### config.mk
export PLATFORM = sky130hd
export DESIGN_NAME = wav_u8_mono_decode_upsample2x_unit_flat
export DESIGN_NICKNAME = d
export VERILOG_FILES = /design/src/rtl/wud_pkg.sv /design/src/rtl/wud_in_if.sv /design/src/rtl/wud_out_if.sv /design/src/rtl/wud_front.sv /design/src/rtl/wud_queue.sv /design/src/rtl/wud_back.sv /design/src/rtl/wav_u8_mono_decode_upsample2x_unit.sv /design/src/flat_wrapper.sv
export SDC_FILE = /design/constraint.sdc
export NUM_CORES = 1
export LEC_CHECK = 0
export ABC_CLOCK_PERIOD_IN_PS = 8600
export BUFFER_PORTS_ARGS = -buffer_cell sky130_fd_sc_hd__clkbuf_2
export CAP_MARGIN = 20
export CORE_MARGIN = 4
export CORE_UTILIZATION = 30
export DETAILED_ROUTE_END_ITERATION = 7
export GPL_ROUTABILITY_DRIVEN = 0
export HOLD_SLACK_MARGIN = 0.05
export MAX_ROUTING_LAYER = met4
export PLACE_DENSITY = 0.46
export SYNTH_ARGS = -nofsm -noshare
export SYNTH_HDL_FRONTEND = slang
export SYNTH_SLANG_ARGS = --single-unit
### constraint.sdc
create_clock -name clk_i -period 8.6 [get_ports clk_i]
set_input_delay 1.72 -clock clk_i [delete_from_list [all_inputs] [get_ports clk_i]]
set_output_delay 1.72 -clock clk_i [all_outputs]
set_load 0.01 [all_outputs]
### src/rtl/wud_pkg.sv
`timescale 1ns / 1ps
`default_nettype none

package wud_pkg;

  // Sample and header geometry
  localparam int unsigned SampleW    = 13;
  localparam int unsigned ByteW      = 8;
  localparam int unsigned HdrPosW    = 6;
  localparam int unsigned LenW       = 32;
  localparam int unsigned QueueDepth = 2;
  localparam int unsigned QPtrW      = $clog2(QueueDepth);
  localparam int unsigned QCntW      = $clog2(QueueDepth + 1);

  localparam logic [HdrPosW-1:0] HdrLast = HdrPosW'(43);
  localparam logic [HdrPosW-1:0] LenPos0 = HdrPosW'(40);

  typedef logic signed [SampleW-1:0] sample_t;

  localparam sample_t SampleMin = -SampleW'(3840);
  localparam sample_t SampleMax = SampleW'(3810);

  typedef enum logic [1:0] {
    PH_IDLE,
    PH_HEADER,
    PH_DATA,
    PH_DONE
  } phase_e;

  typedef enum logic [1:0] {
    KIND_SAMPLE = 2'd0,
    KIND_BAD    = 2'd1,
    KIND_TRUNC  = 2'd2
  } kind_e;

  typedef enum logic [1:0] {
    TAIL_NONE,
    TAIL_REPEAT,
    TAIL_TRUNC
  } tail_e;

  // One decoded byte, as handed from the parser to the result sequencer
  typedef struct packed {
    logic    is_err;
    kind_e   err_kind;
    logic    has_avg;
    tail_e   tail;
    sample_t prev;
    sample_t cur;
  } job_t;

  // Expected header byte and whether the position is checked
  typedef struct packed {
    logic             checked;
    logic [ByteW-1:0] value;
  } hdr_ref_t;

  function automatic hdr_ref_t hdr_ref(input logic [HdrPosW-1:0] pos);
    hdr_ref_t r;
    r.checked = (pos < HdrPosW'(4)) || ((pos >= HdrPosW'(8)) && (pos < HdrPosW'(12))) ||
                ((pos >= HdrPosW'(16)) && (pos < LenPos0));
    unique case (pos)
      HdrPosW'(0):  r.value = 8'h52;  // R
      HdrPosW'(1):  r.value = 8'h49;  // I
      HdrPosW'(2):  r.value = 8'h46;  // F
      HdrPosW'(3):  r.value = 8'h46;  // F
      HdrPosW'(8):  r.value = 8'h57;  // W
      HdrPosW'(9):  r.value = 8'h41;  // A
      HdrPosW'(10): r.value = 8'h56;  // V
      HdrPosW'(11): r.value = 8'h45;  // E
      HdrPosW'(16): r.value = 8'h10;  // format chunk size
      HdrPosW'(20): r.value = 8'h01;  // PCM
      HdrPosW'(22): r.value = 8'h01;  // mono
      HdrPosW'(24): r.value = 8'h22;  // 22050 Hz
      HdrPosW'(25): r.value = 8'h56;
      HdrPosW'(28): r.value = 8'h22;  // 22050 bytes per second
      HdrPosW'(29): r.value = 8'h56;
      HdrPosW'(32): r.value = 8'h01;  // bytes per frame
      HdrPosW'(34): r.value = 8'h08;  // bits per sample
      HdrPosW'(36): r.value = 8'h64;  // d
      HdrPosW'(37): r.value = 8'h61;  // a
      HdrPosW'(38): r.value = 8'h74;  // t
      HdrPosW'(39): r.value = 8'h61;  // a
      default:      r.value = 8'h00;
    endcase
    return r;
  endfunction

endpackage

`default_nettype wire

### src/rtl/wud_in_if.sv
`timescale 1ns / 1ps
`default_nettype none

interface wud_in_if;
  logic       valid;
  logic       ready;
  logic [7:0] file_byte;
  logic       first_of_file;
  logic       end_of_file;

  modport source (output valid, file_byte, first_of_file, end_of_file, input ready);
  modport sink   (input valid, file_byte, first_of_file, end_of_file, output ready);
endinterface

`default_nettype wire

### src/rtl/wud_out_if.sv
`timescale 1ns / 1ps
`default_nettype none

interface wud_out_if;
  logic               valid;
  logic               ready;
  logic [1:0]         result_kind;
  logic signed [12:0] sample;
  logic               last_of_run;

  modport source (output valid, result_kind, sample, last_of_run, input ready);
  modport sink   (input valid, result_kind, sample, last_of_run, output ready);
endinterface

`default_nettype wire

### src/rtl/wud_front.sv
`timescale 1ns / 1ps
`default_nettype none

module wud_front (
  input  wire          clk_i,
  input  wire          rst_ni,
  wud_in_if.sink       in_i,
  input  wire          q_full_i,
  output logic         push_o,
  output wud_pkg::job_t job_o
);

  wud_pkg::phase_e                   phase_q, phase_d;
  logic [wud_pkg::HdrPosW-1:0]       pos_q, pos_d;
  logic                              mis_q, mis_d;
  logic [wud_pkg::LenW-1:0]          rem_q, rem_d;
  logic                              first_data_q, first_data_d;
  wud_pkg::sample_t                  prev_q, prev_d;

  logic                              accept;
  logic                              start;
  wud_pkg::phase_e                   cur_phase;
  logic [wud_pkg::HdrPosW-1:0]       pos;
  wud_pkg::hdr_ref_t                 ref_b;
  logic                              mism;
  logic                              hdr_last;
  logic                              len_zero;
  logic                              data_last;
  logic signed [wud_pkg::ByteW-1:0]  centered;
  wud_pkg::sample_t                  cen_ext;
  wud_pkg::sample_t                  cur;

  assign in_i.ready = ~q_full_i;
  assign accept     = in_i.valid & in_i.ready;

  // Restart parsing on a marked first byte or on any byte while idle
  assign start     = in_i.first_of_file | (phase_q == wud_pkg::PH_IDLE);
  assign cur_phase = start ? wud_pkg::PH_HEADER : phase_q;
  assign pos       = start ? '0 : pos_q;
  assign ref_b     = wud_pkg::hdr_ref(pos);
  assign mism      = (~start & mis_q) | (ref_b.checked & (in_i.file_byte != ref_b.value));
  assign hdr_last  = (pos == wud_pkg::HdrLast);
  assign len_zero  = (rem_q[23:0] == 24'd0) && (in_i.file_byte == 8'd0);
  assign data_last = (rem_q == wud_pkg::LenW'(1));

  // Scale the byte: (b - 128) * 30 as 32x - 2x
  assign centered = {~in_i.file_byte[7], in_i.file_byte[6:0]};
  assign cen_ext  = wud_pkg::sample_t'(centered);
  assign cur      = (cen_ext <<< 5) - (cen_ext <<< 1);

  // Next phase
  always_comb begin
    phase_d = phase_q;
    if (accept) begin
      unique case (cur_phase)
        wud_pkg::PH_HEADER: begin
          if (hdr_last) begin
            phase_d = (mism | len_zero | in_i.end_of_file) ? wud_pkg::PH_DONE
                                                           : wud_pkg::PH_DATA;
          end else begin
            phase_d = in_i.end_of_file ? wud_pkg::PH_DONE : wud_pkg::PH_HEADER;
          end
        end
        wud_pkg::PH_DATA: begin
          phase_d = (data_last | in_i.end_of_file) ? wud_pkg::PH_DONE : wud_pkg::PH_DATA;
        end
        wud_pkg::PH_DONE: phase_d = wud_pkg::PH_DONE;
        wud_pkg::PH_IDLE: phase_d = wud_pkg::PH_IDLE;
        default:          phase_d = wud_pkg::PH_IDLE;
      endcase
    end
  end

  // Datapath updates and the job handed to the queue
  always_comb begin
    pos_d        = pos_q;
    mis_d        = mis_q;
    rem_d        = rem_q;
    first_data_d = first_data_q;
    prev_d       = prev_q;
    push_o       = 1'b0;
    job_o        = '0;
    job_o.cur    = cur;
    job_o.prev   = prev_q;
    if (accept) begin
      if (start) begin
        rem_d  = '0;
        prev_d = '0;
      end
      unique case (cur_phase)
        wud_pkg::PH_HEADER: begin
          mis_d = mism;
          pos_d = pos + wud_pkg::HdrPosW'(1);
          if (pos >= wud_pkg::LenPos0) begin
            unique case (pos[1:0])
              2'd0:    rem_d[7:0]   = in_i.file_byte;
              2'd1:    rem_d[15:8]  = in_i.file_byte;
              2'd2:    rem_d[23:16] = in_i.file_byte;
              default: rem_d[31:24] = in_i.file_byte;
            endcase
          end
          first_data_d = 1'b1;
          if (hdr_last) begin
            if (mism | len_zero) begin
              push_o         = 1'b1;
              job_o.is_err   = 1'b1;
              job_o.err_kind = wud_pkg::KIND_BAD;
            end else if (in_i.end_of_file) begin
              push_o         = 1'b1;
              job_o.is_err   = 1'b1;
              job_o.err_kind = wud_pkg::KIND_TRUNC;
            end
          end else if (in_i.end_of_file) begin
            push_o         = 1'b1;
            job_o.is_err   = 1'b1;
            job_o.err_kind = wud_pkg::KIND_BAD;
          end
        end
        wud_pkg::PH_DATA: begin
          push_o        = 1'b1;
          job_o.has_avg = ~first_data_q;
          priority if (data_last)     job_o.tail = wud_pkg::TAIL_REPEAT;
          else if (in_i.end_of_file)  job_o.tail = wud_pkg::TAIL_TRUNC;
          else                        job_o.tail = wud_pkg::TAIL_NONE;
          rem_d        = rem_q - wud_pkg::LenW'(1);
          prev_d       = cur;
          first_data_d = 1'b0;
        end
        default: begin
        end
      endcase
    end
  end

  // Hold parser state
  always_ff @(posedge clk_i or negedge rst_ni) begin
    if (!rst_ni) begin
      phase_q      <= wud_pkg::PH_IDLE;
      pos_q        <= '0;
      mis_q        <= 1'b0;
      rem_q        <= '0;
      first_data_q <= 1'b0;
      prev_q       <= '0;
    end else begin
      phase_q      <= phase_d;
      pos_q        <= pos_d;
      mis_q        <= mis_d;
      rem_q        <= rem_d;
      first_data_q <= first_data_d;
      prev_q       <= prev_d;
    end
  end

endmodule

`default_nettype wire

### src/rtl/wud_queue.sv
`timescale 1ns / 1ps
`default_nettype none

module wud_queue (
  input  wire                wud_pkg::job_t job_i,
  input  wire                clk_i,
  input  wire                rst_ni,
  input  wire                push_i,
  input  wire                pop_i,
  output logic               full_o,
  output logic               valid_o,
  output wud_pkg::job_t      job_o
);

  wud_pkg::job_t                mem_q [wud_pkg::QueueDepth];
  logic [wud_pkg::QPtrW-1:0]    wr_q, wr_d;
  logic [wud_pkg::QPtrW-1:0]    rd_q, rd_d;
  logic [wud_pkg::QCntW-1:0]    cnt_q, cnt_d;
  logic                         do_push;
  logic                         do_pop;

  assign full_o  = (cnt_q == wud_pkg::QCntW'(wud_pkg::QueueDepth));
  assign valid_o = (cnt_q != '0);
  assign job_o   = mem_q[rd_q];
  assign do_push = push_i & ~full_o;
  assign do_pop  = pop_i & valid_o;

  // Advance pointers and count
  always_comb begin
    wr_d  = wr_q;
    rd_d  = rd_q;
    cnt_d = cnt_q;
    if (do_push) begin
      wr_d = (wr_q == wud_pkg::QPtrW'(wud_pkg::QueueDepth - 1)) ? '0 : wr_q + wud_pkg::QPtrW'(1);
    end
    if (do_pop) begin
      rd_d = (rd_q == wud_pkg::QPtrW'(wud_pkg::QueueDepth - 1)) ? '0 : rd_q + wud_pkg::QPtrW'(1);
    end
    if (do_push && !do_pop) begin
      cnt_d = cnt_q + wud_pkg::QCntW'(1);
    end else if (do_pop && !do_push) begin
      cnt_d = cnt_q - wud_pkg::QCntW'(1);
    end
  end

  always_ff @(posedge clk_i or negedge rst_ni) begin
    if (!rst_ni) begin
      wr_q  <= '0;
      rd_q  <= '0;
      cnt_q <= '0;
    end else begin
      wr_q  <= wr_d;
      rd_q  <= rd_d;
      cnt_q <= cnt_d;
    end
  end

  // Store entries
  always_ff @(posedge clk_i) begin
    if (do_push) begin
      mem_q[wr_q] <= job_i;
    end
  end

endmodule

`default_nettype wire

### src/rtl/wud_back.sv
`timescale 1ns / 1ps
`default_nettype none

module wud_back (
  input  wire                clk_i,
  input  wire                rst_ni,
  input  wire                q_valid_i,
  input  wire wud_pkg::job_t q_job_i,
  output logic               pop_o,
  wud_out_if.source          out_o
);

  wud_pkg::job_t              job_q, job_d;
  logic                       job_valid_q, job_valid_d;
  logic [1:0]                 step_q, step_d;
  logic                       out_valid_q, out_valid_d;
  wud_pkg::kind_e             kind_q, kind_d;
  wud_pkg::sample_t           sample_q, sample_d;
  logic                       last_q, last_d;

  logic [1:0]                 n_res;
  logic [1:0]                 slot;
  logic                       load_out;
  logic                       res_last;
  logic                       take;
  logic signed [wud_pkg::SampleW:0] sum;
  logic signed [wud_pkg::SampleW:0] sum_adj;
  wud_pkg::sample_t           avg;
  wud_pkg::kind_e             res_kind;
  wud_pkg::sample_t           res_sample;

  // Average of previous and current sample, truncated toward zero
  assign sum     = {job_q.prev[wud_pkg::SampleW-1], job_q.prev} +
                   {job_q.cur[wud_pkg::SampleW-1], job_q.cur};
  assign sum_adj = sum + {{wud_pkg::SampleW{1'b0}}, sum[wud_pkg::SampleW]};
  assign avg     = sum_adj[wud_pkg::SampleW:1];

  // Number of results for this job and the slot of the current step
  assign n_res = job_q.is_err ? 2'd1
               : 2'd1 + {1'b0, job_q.has_avg} + {1'b0, job_q.tail != wud_pkg::TAIL_NONE};
  assign slot     = step_q + {1'b0, ~job_q.has_avg};
  assign res_last = (step_q == n_res - 2'd1);
  assign load_out = job_valid_q & (~out_valid_q | out_o.ready);
  assign take     = ~job_valid_q | (load_out & res_last);
  assign pop_o    = take & q_valid_i;

  // Pick the result for the current step
  always_comb begin
    res_kind   = wud_pkg::KIND_SAMPLE;
    res_sample = job_q.cur;
    if (job_q.is_err) begin
      res_kind   = job_q.err_kind;
      res_sample = '0;
    end else begin
      unique case (slot)
        2'd0: res_sample = avg;
        2'd1: res_sample = job_q.cur;
        2'd2: begin
          if (job_q.tail == wud_pkg::TAIL_TRUNC) begin
            res_kind   = wud_pkg::KIND_TRUNC;
            res_sample = '0;
          end
        end
        default: res_sample = job_q.cur;
      endcase
    end
  end

  // Step through the job and load the output register
  always_comb begin
    job_d       = job_q;
    job_valid_d = job_valid_q;
    step_d      = step_q;
    out_valid_d = out_valid_q;
    kind_d      = kind_q;
    sample_d    = sample_q;
    last_d      = last_q;
    if (load_out) begin
      out_valid_d = 1'b1;
      kind_d      = res_kind;
      sample_d    = res_sample;
      last_d      = res_last;
      step_d      = res_last ? 2'd0 : step_q + 2'd1;
    end else if (out_o.ready) begin
      out_valid_d = 1'b0;
    end
    if (take) begin
      job_valid_d = q_valid_i;
      job_d       = q_job_i;
    end
  end

  always_ff @(posedge clk_i or negedge rst_ni) begin
    if (!rst_ni) begin
      job_valid_q <= 1'b0;
      step_q      <= '0;
      out_valid_q <= 1'b0;
    end else begin
      job_valid_q <= job_valid_d;
      step_q      <= step_d;
      out_valid_q <= out_valid_d;
    end
  end

  always_ff @(posedge clk_i) begin
    job_q    <= job_d;
    kind_q   <= kind_d;
    sample_q <= sample_d;
    last_q   <= last_d;
  end

  assign out_o.valid       = out_valid_q;
  assign out_o.result_kind = kind_q;
  assign out_o.sample      = sample_q;
  assign out_o.last_of_run = last_q;

endmodule

`default_nettype wire

### src/rtl/wav_u8_mono_decode_upsample2x_unit.sv
`timescale 1ns / 1ps
`default_nettype none

// WAV 8-bit mono decoder with 2x linear upsampling.
// in_i carries one file byte per item with first_of_file and end_of_file
// marks; out_o carries results (result_kind, sample, last_of_run), one per
// item, last_of_run set on the final result caused by an input byte.
// A parser takes bytes, checks the 44-byte header and scales data bytes;
// decoded bytes pass through a two-entry queue to a sequencer that emits
// up to three results per byte (average, sample, repeat or truncation).
// A byte's first result passes the queue, job and output registers in turn.
// Throughput: the sequencer sends one result per cycle while out_o.ready is
// high, so a data byte yields two results (one for the first data byte, one
// more for the final or a cut-short byte). The parser keeps taking bytes
// while the queue has room, so the queue holds up to two result-bearing bytes
// behind the one being sequenced while the receiver stalls.
// When out_o.ready is low the output register holds its result and the
// queue fills, then in_i.ready drops. Reset clears the parser to idle and
// empties the queue and output register; the next byte starts a new file.

module wav_u8_mono_decode_upsample2x_unit (
  input  wire      clk_i,
  input  wire      rst_ni,
  wud_in_if.sink   in_i,
  wud_out_if.source out_o
);

  logic          push;
  logic          pop;
  logic          q_full;
  logic          q_valid;
  wud_pkg::job_t push_job;
  wud_pkg::job_t head_job;

  wud_front u_front (
    .clk_i    (clk_i),
    .rst_ni   (rst_ni),
    .in_i     (in_i),
    .q_full_i (q_full),
    .push_o   (push),
    .job_o    (push_job)
  );

  wud_queue u_queue (
    .clk_i   (clk_i),
    .rst_ni  (rst_ni),
    .push_i  (push),
    .job_i   (push_job),
    .pop_i   (pop),
    .full_o  (q_full),
    .valid_o (q_valid),
    .job_o   (head_job)
  );

  wud_back u_back (
    .clk_i     (clk_i),
    .rst_ni    (rst_ni),
    .q_valid_i (q_valid),
    .q_job_i   (head_job),
    .pop_o     (pop),
    .out_o     (out_o)
  );

endmodule

`default_nettype wire

### src/flat_wrapper.sv
// flat-port wrapper written by rule: the top's interface ports become plain ports
module wav_u8_mono_decode_upsample2x_unit_flat 
  (clk_i, rst_ni, in_i_valid, in_i_file_byte, in_i_first_of_file, in_i_end_of_file, in_i_ready, out_o_valid, out_o_result_kind, out_o_sample, out_o_last_of_run, out_o_ready);
  wud_in_if in_i_i ();
  wud_out_if out_o_i ();
  input  wire clk_i;
  input  wire rst_ni;
  input wire logic [$bits(in_i_i.valid)-1:0] in_i_valid;
  input wire logic [$bits(in_i_i.file_byte)-1:0] in_i_file_byte;
  input wire logic [$bits(in_i_i.first_of_file)-1:0] in_i_first_of_file;
  input wire logic [$bits(in_i_i.end_of_file)-1:0] in_i_end_of_file;
  output wire logic [$bits(in_i_i.ready)-1:0] in_i_ready;
  output wire logic [$bits(out_o_i.valid)-1:0] out_o_valid;
  output wire logic [$bits(out_o_i.result_kind)-1:0] out_o_result_kind;
  output wire logic [$bits(out_o_i.sample)-1:0] out_o_sample;
  output wire logic [$bits(out_o_i.last_of_run)-1:0] out_o_last_of_run;
  input wire logic [$bits(out_o_i.ready)-1:0] out_o_ready;
  assign in_i_i.valid = in_i_valid;
  assign in_i_i.file_byte = in_i_file_byte;
  assign in_i_i.first_of_file = in_i_first_of_file;
  assign in_i_i.end_of_file = in_i_end_of_file;
  assign in_i_ready = in_i_i.ready;
  assign out_o_valid = out_o_i.valid;
  assign out_o_result_kind = out_o_i.result_kind;
  assign out_o_sample = out_o_i.sample;
  assign out_o_last_of_run = out_o_i.last_of_run;
  assign out_o_i.ready = out_o_ready;
  wav_u8_mono_decode_upsample2x_unit u_core (.clk_i(clk_i), .rst_ni(rst_ni), .in_i(in_i_i), .out_o(out_o_i));
endmodule
==> results.toml <==
[clock_network]
cts_tree = "done"
cts.clk_slew.worst_paths_ns = 0.08
cts_repair_resize_count = 0
htreeDepth = 4
insertion_delay_ns = 0.45
cts_inserted_buffers = 17
clock-sinks = 168
cts-root-buf = "clkbuf_16"
post-cts-setup-buffers = 0
clockBufferDepth = 2
cts_hold_buf = 0

[setup_path]
worst_ep_arrival_time_ns = 5.30
crit_top_cell = "buf_4"
crit_path_start_kind = "input port"
critPathMaxStageDelay_ns = 0.65
regToRegSetupSlack_ns = 4.43
end_kind = "flop"
crit_start = "in_i_first_of_file"
r2r_start = "u_core.u_front.phase_q[0]$_DFFE_PN0P_"
critPathBufInv = 3
crit_chain = "clkbuf_2 > o21ba_2 > buf_4 > nand2b_1 > ha_1 > and3b_1 > nand2_1 > o31ai_4 > nor2b_2 > buf_4"
slowest_stage = "ha_1"
critPathMaxFanout = 55
crit_required_ns = 8.69
crit_type = "input port to flop"
cp_top_family = "simple AND/OR/NAND/NOR gates"

[timing]
skew_ns = 0.02414
fin_tns_setup_ns = 0
finalCritPeriodShare_pct = 60.58
whs_ns = 0.4857
relSlewSlack_pct = 34.58
min_period_ns = 5.209
slew_viol_final = 0
report.final.hold_viol_count = 0
fmax_mhz = 192.0
setup_viol = 0
rsz0062_at_grt = "false"
tightest_slew_ns = 0.9813

[cells_and_area]
nets = 943
syn_to_final_growth_pct = 12.59
instances_no_fill = 1302
fin_util_pct = 34.21
diodes = 0
n_fill_cell = 3108
drive_gt1_share_pct = 14.68

[synth]
ys.flop_type = "edfxtp_1"
synth-simple-area-share_pct = 15.43
ys_types = 80
synth-seq-area-share_pct = 50.94
synth_seq_cells = 168
syn-cell-area_um2 = 9295
synth_edf_count = 106
synth_top_family_by_area = "compound AO/OA/AOI/OAI gates"
async_flop_share_pct = 36.90
syn-instance-count = 881
syn-num-nets = 931
ys_warn_count = 0
synth_compound_area_share_pct = 18.48
synth_fa_ha_area_share_pct = 4.927
muxShareOfSynthArea_pct = 4.429
synth.avg_cell_area_um2 = 10.55
synth_xor_area_share_pct = 2.544

[route]
drt_iter0_drc = 520
ant_nets = 0
drt_pass1_iterations = 5
via_count = 6874
vias_per_cell = 5.280
wl_per_cell_um = 18.68
drc_errors = 0
finalWirelength_um = 24320

[grt]
grt_remaining_overflow = 0
grt_usage_pct = 14.97
antenna_found_initial = 0
grt_max_degree = 63
grt_pass1_wl_um = 38750
grt_pass1_vias = 6630

[flow_run]
max_cap_viol_count = 0

[placed_design]
numPortBuffers = 31
dp.cells = 1270
hpwl_um = 16160

[die]
die_width_um = 184.0
rows = 64
die_area_um2 = 33860
initial_core_util_pct = 30.39
coreArea_um2 = 30590
io_pins = 32
fp.dieH_um = 184.0

[worst_hold_path]
hp-class = "flop to flop"
hp-start = "u_core.u_front.prev_q[5]$_DFFE_PN0P_"

[power_and_ir_drop]
power_density_nw_per_um2 = 330.1
p_seq_share_pct = 36.7
swShare_pct = 40.34
design_power_total_w = 0.003455
p_comb_share_pct = 39.6
clockPowerShare_pct = 23.6
p_int_w = 0.002061
p_leak_nw = 3.950
vdd_drop_max_uv = 183.1
power_switching_w = 0.001394

[status]
status = "complete, no violations"
[flip-flops by register name, indices dropped and copies added, names as in the netlist, 2 cells and up]
signal	flops
u_core.u_back.out_o.sample	13
u_core.u_front.phase_q	2
u_core.u_front.pos_q	6
u_core.u_back.job_q	30
u_core.u_back.step_q	2
u_core.u_queue.mem_q	60
u_core.u_front.prev_q	12
u_core.u_back.out_o.result_kind	2
u_core.u_queue.cnt_q	2
u_core.u_front.rem_q	32
[cells in the final DEF (no fill, tap or decap), types with 4 or more instances in the layout]
master / count
and3_1: 6
xnor2_1: 14
nand2b_1: 11
nand4_1: 5
clkbuf_2: 30
a22oi_1: 13
dfrtp_1: 62
a31oi_1: 13
nand2_1: 89
clkinv_8: 6
a22o_1: 19
xor2_1: 13
nor3_1: 20
inv_1: 25
o21ai_0: 80
nand3_1: 18
o31ai_1: 4
inv_12: 4
nor4_1: 6
a21oi_1: 55
nor2b_1: 4
o21a_1: 9
and2_1: 9
buf_4: 12
mux2i_1: 4
clkbuf_16: 17
o221ai_1: 7
a32oi_1: 8
ha_1: 35
o211ai_1: 7
edfxtp_1: 106
a211oi_1: 5
nor2_1: 69
nor3b_1: 4
mux2_2: 33
[cell type report]
| type | instances | area (µm²) | share of cell area (%) |
|---|---|---|---|
| Sequential cell | 168 | 4735 | 45.24 |
| Multi-Input combinational cell | 638 | 4260 | 40.71 |
| Tap cell | 396 | 495.5 | 4.735 |
| Clock buffer | 17 | 425.4 | 4.065 |
| Timing Repair Buffer | 42 | 240.2 | 2.296 |
| Clock inverter | 15 | 211.5 | 2.021 |
| Inverter | 26 | 97.59 | 0.9326 |
[worst paths after layout]
check | depth (start not counted) | to
min in group asynchronous | 1 | u_core.u_front.pos_q[0]$_DFFE_PN0P_
hold reg to reg | 0 | u_core.u_queue.mem_q[0][18]$_DFFE_PP_
setup reg to reg | 9 | u_core.u_queue.mem_q[0][25]$_DFFE_PP_
hold / removal | 0 | u_core.u_queue.mem_q[0][18]$_DFFE_PP_
max in group asynchronous | 1 | u_core.u_front.phase_q[0]$_DFFE_PN0P_
setup / recovery | 10 | u_core.u_queue.mem_q[0][25]$_DFFE_PP_
[per-layer routing]
| metal | part of all wire, % | vias up | wire (µm) | global-route usage [%] |
|---|---|---|---|---|
| met5 | 0 | - | 0 | - |
| met4 | 1.4 | 0 | 339 | 4.082 |
| met3 | 4.2 | 18 | 1027 | 2.176 |
| met2 | 48 | 178 | 11760 | 24.12 |
| met1 | 46 | 3355 | 11190 | 19.84 |
| li1 | - | 3323 | - | - |
[cell families after synthesis]
| group | Yosys count |
|---|---|
| multiplexers | 37 |
| AND/OR/NAND/NOR | 276 |
| adder cells (fa/ha/maj) | 36 |
| XOR/XNOR | 27 |
| buffers and inverters | 75 |
| AO/OA/AOI/OAI | 262 |
| flip-flops | 168 |
[Yosys cell counts (3+ instances only)]
library cell  count  share of area [%]
a22o_1           19                1.8
nor4_1            6               0.40
dfrtp_1          62                 17
a32oi_1           8               0.75
and2_0            3               0.20
nor3_1           20                1.1
o21a_1            9               0.73
edfxtp_1        106                 34
or2_2             3               0.20
buf_2            10               0.54
a221oi_1          3               0.28
ha_1             35                4.7
o22ai_1           3               0.20
o31ai_1           4               0.32
nand3_1          18               0.97
nor4_4            3               0.69
inv_1            25                1.0
o221ai_1          7               0.66
mux2_2           33                4.0
buf_1             7               0.28
a211oi_1          5               0.40
nand2_1          89                3.6
o211ai_1          7               0.57
nand4_1           5               0.34
xor2_1           13                1.2
and3_1            6               0.40
a21oi_1          55                3.0
mux2i_1           4               0.43
a22oi_1          13                1.0
nor2b_1           5               0.34
and2_1            9               0.61
nor3b_1           4               0.32
clkbuf_1         30                1.2
o32ai_1           3               0.28
a21o_1            3               0.24
nand2b_1         11               0.74
nor2_1           69                2.8
a221o_1           3               0.32
xnor2_1          14                1.3
o21bai_1          3               0.24
o21ai_0          80                4.3
a31oi_1          13               0.87
[power by group through the flow]
stage | Combinational [W] | Sequential [W] | Clock (W)
after floorplan | 0.00102 | 0.00125 | 0
after global placement | 0.00137 | 0.00129 | 0
after detailed placement | 0.00137 | 0.00129 | 0
after CTS | 0.00138 | 0.00127 | 0.000839
after global routing | 0.00153 | 0.00129 | 0.000874
final | 0.00137 | 0.00127 | 0.000817
[metrics by stage]
stage	setup WS (ns)	cell area (µm²)
6_report	3.391	10470
5_1_grt	3.156	10470
4_1_cts	3.350	10470
3_5_place_dp	2.883	9828
3_3_place_gp	2.987	9828
2_1_floorplan	2.820	9295
Power figures use the tool's default switching activity.
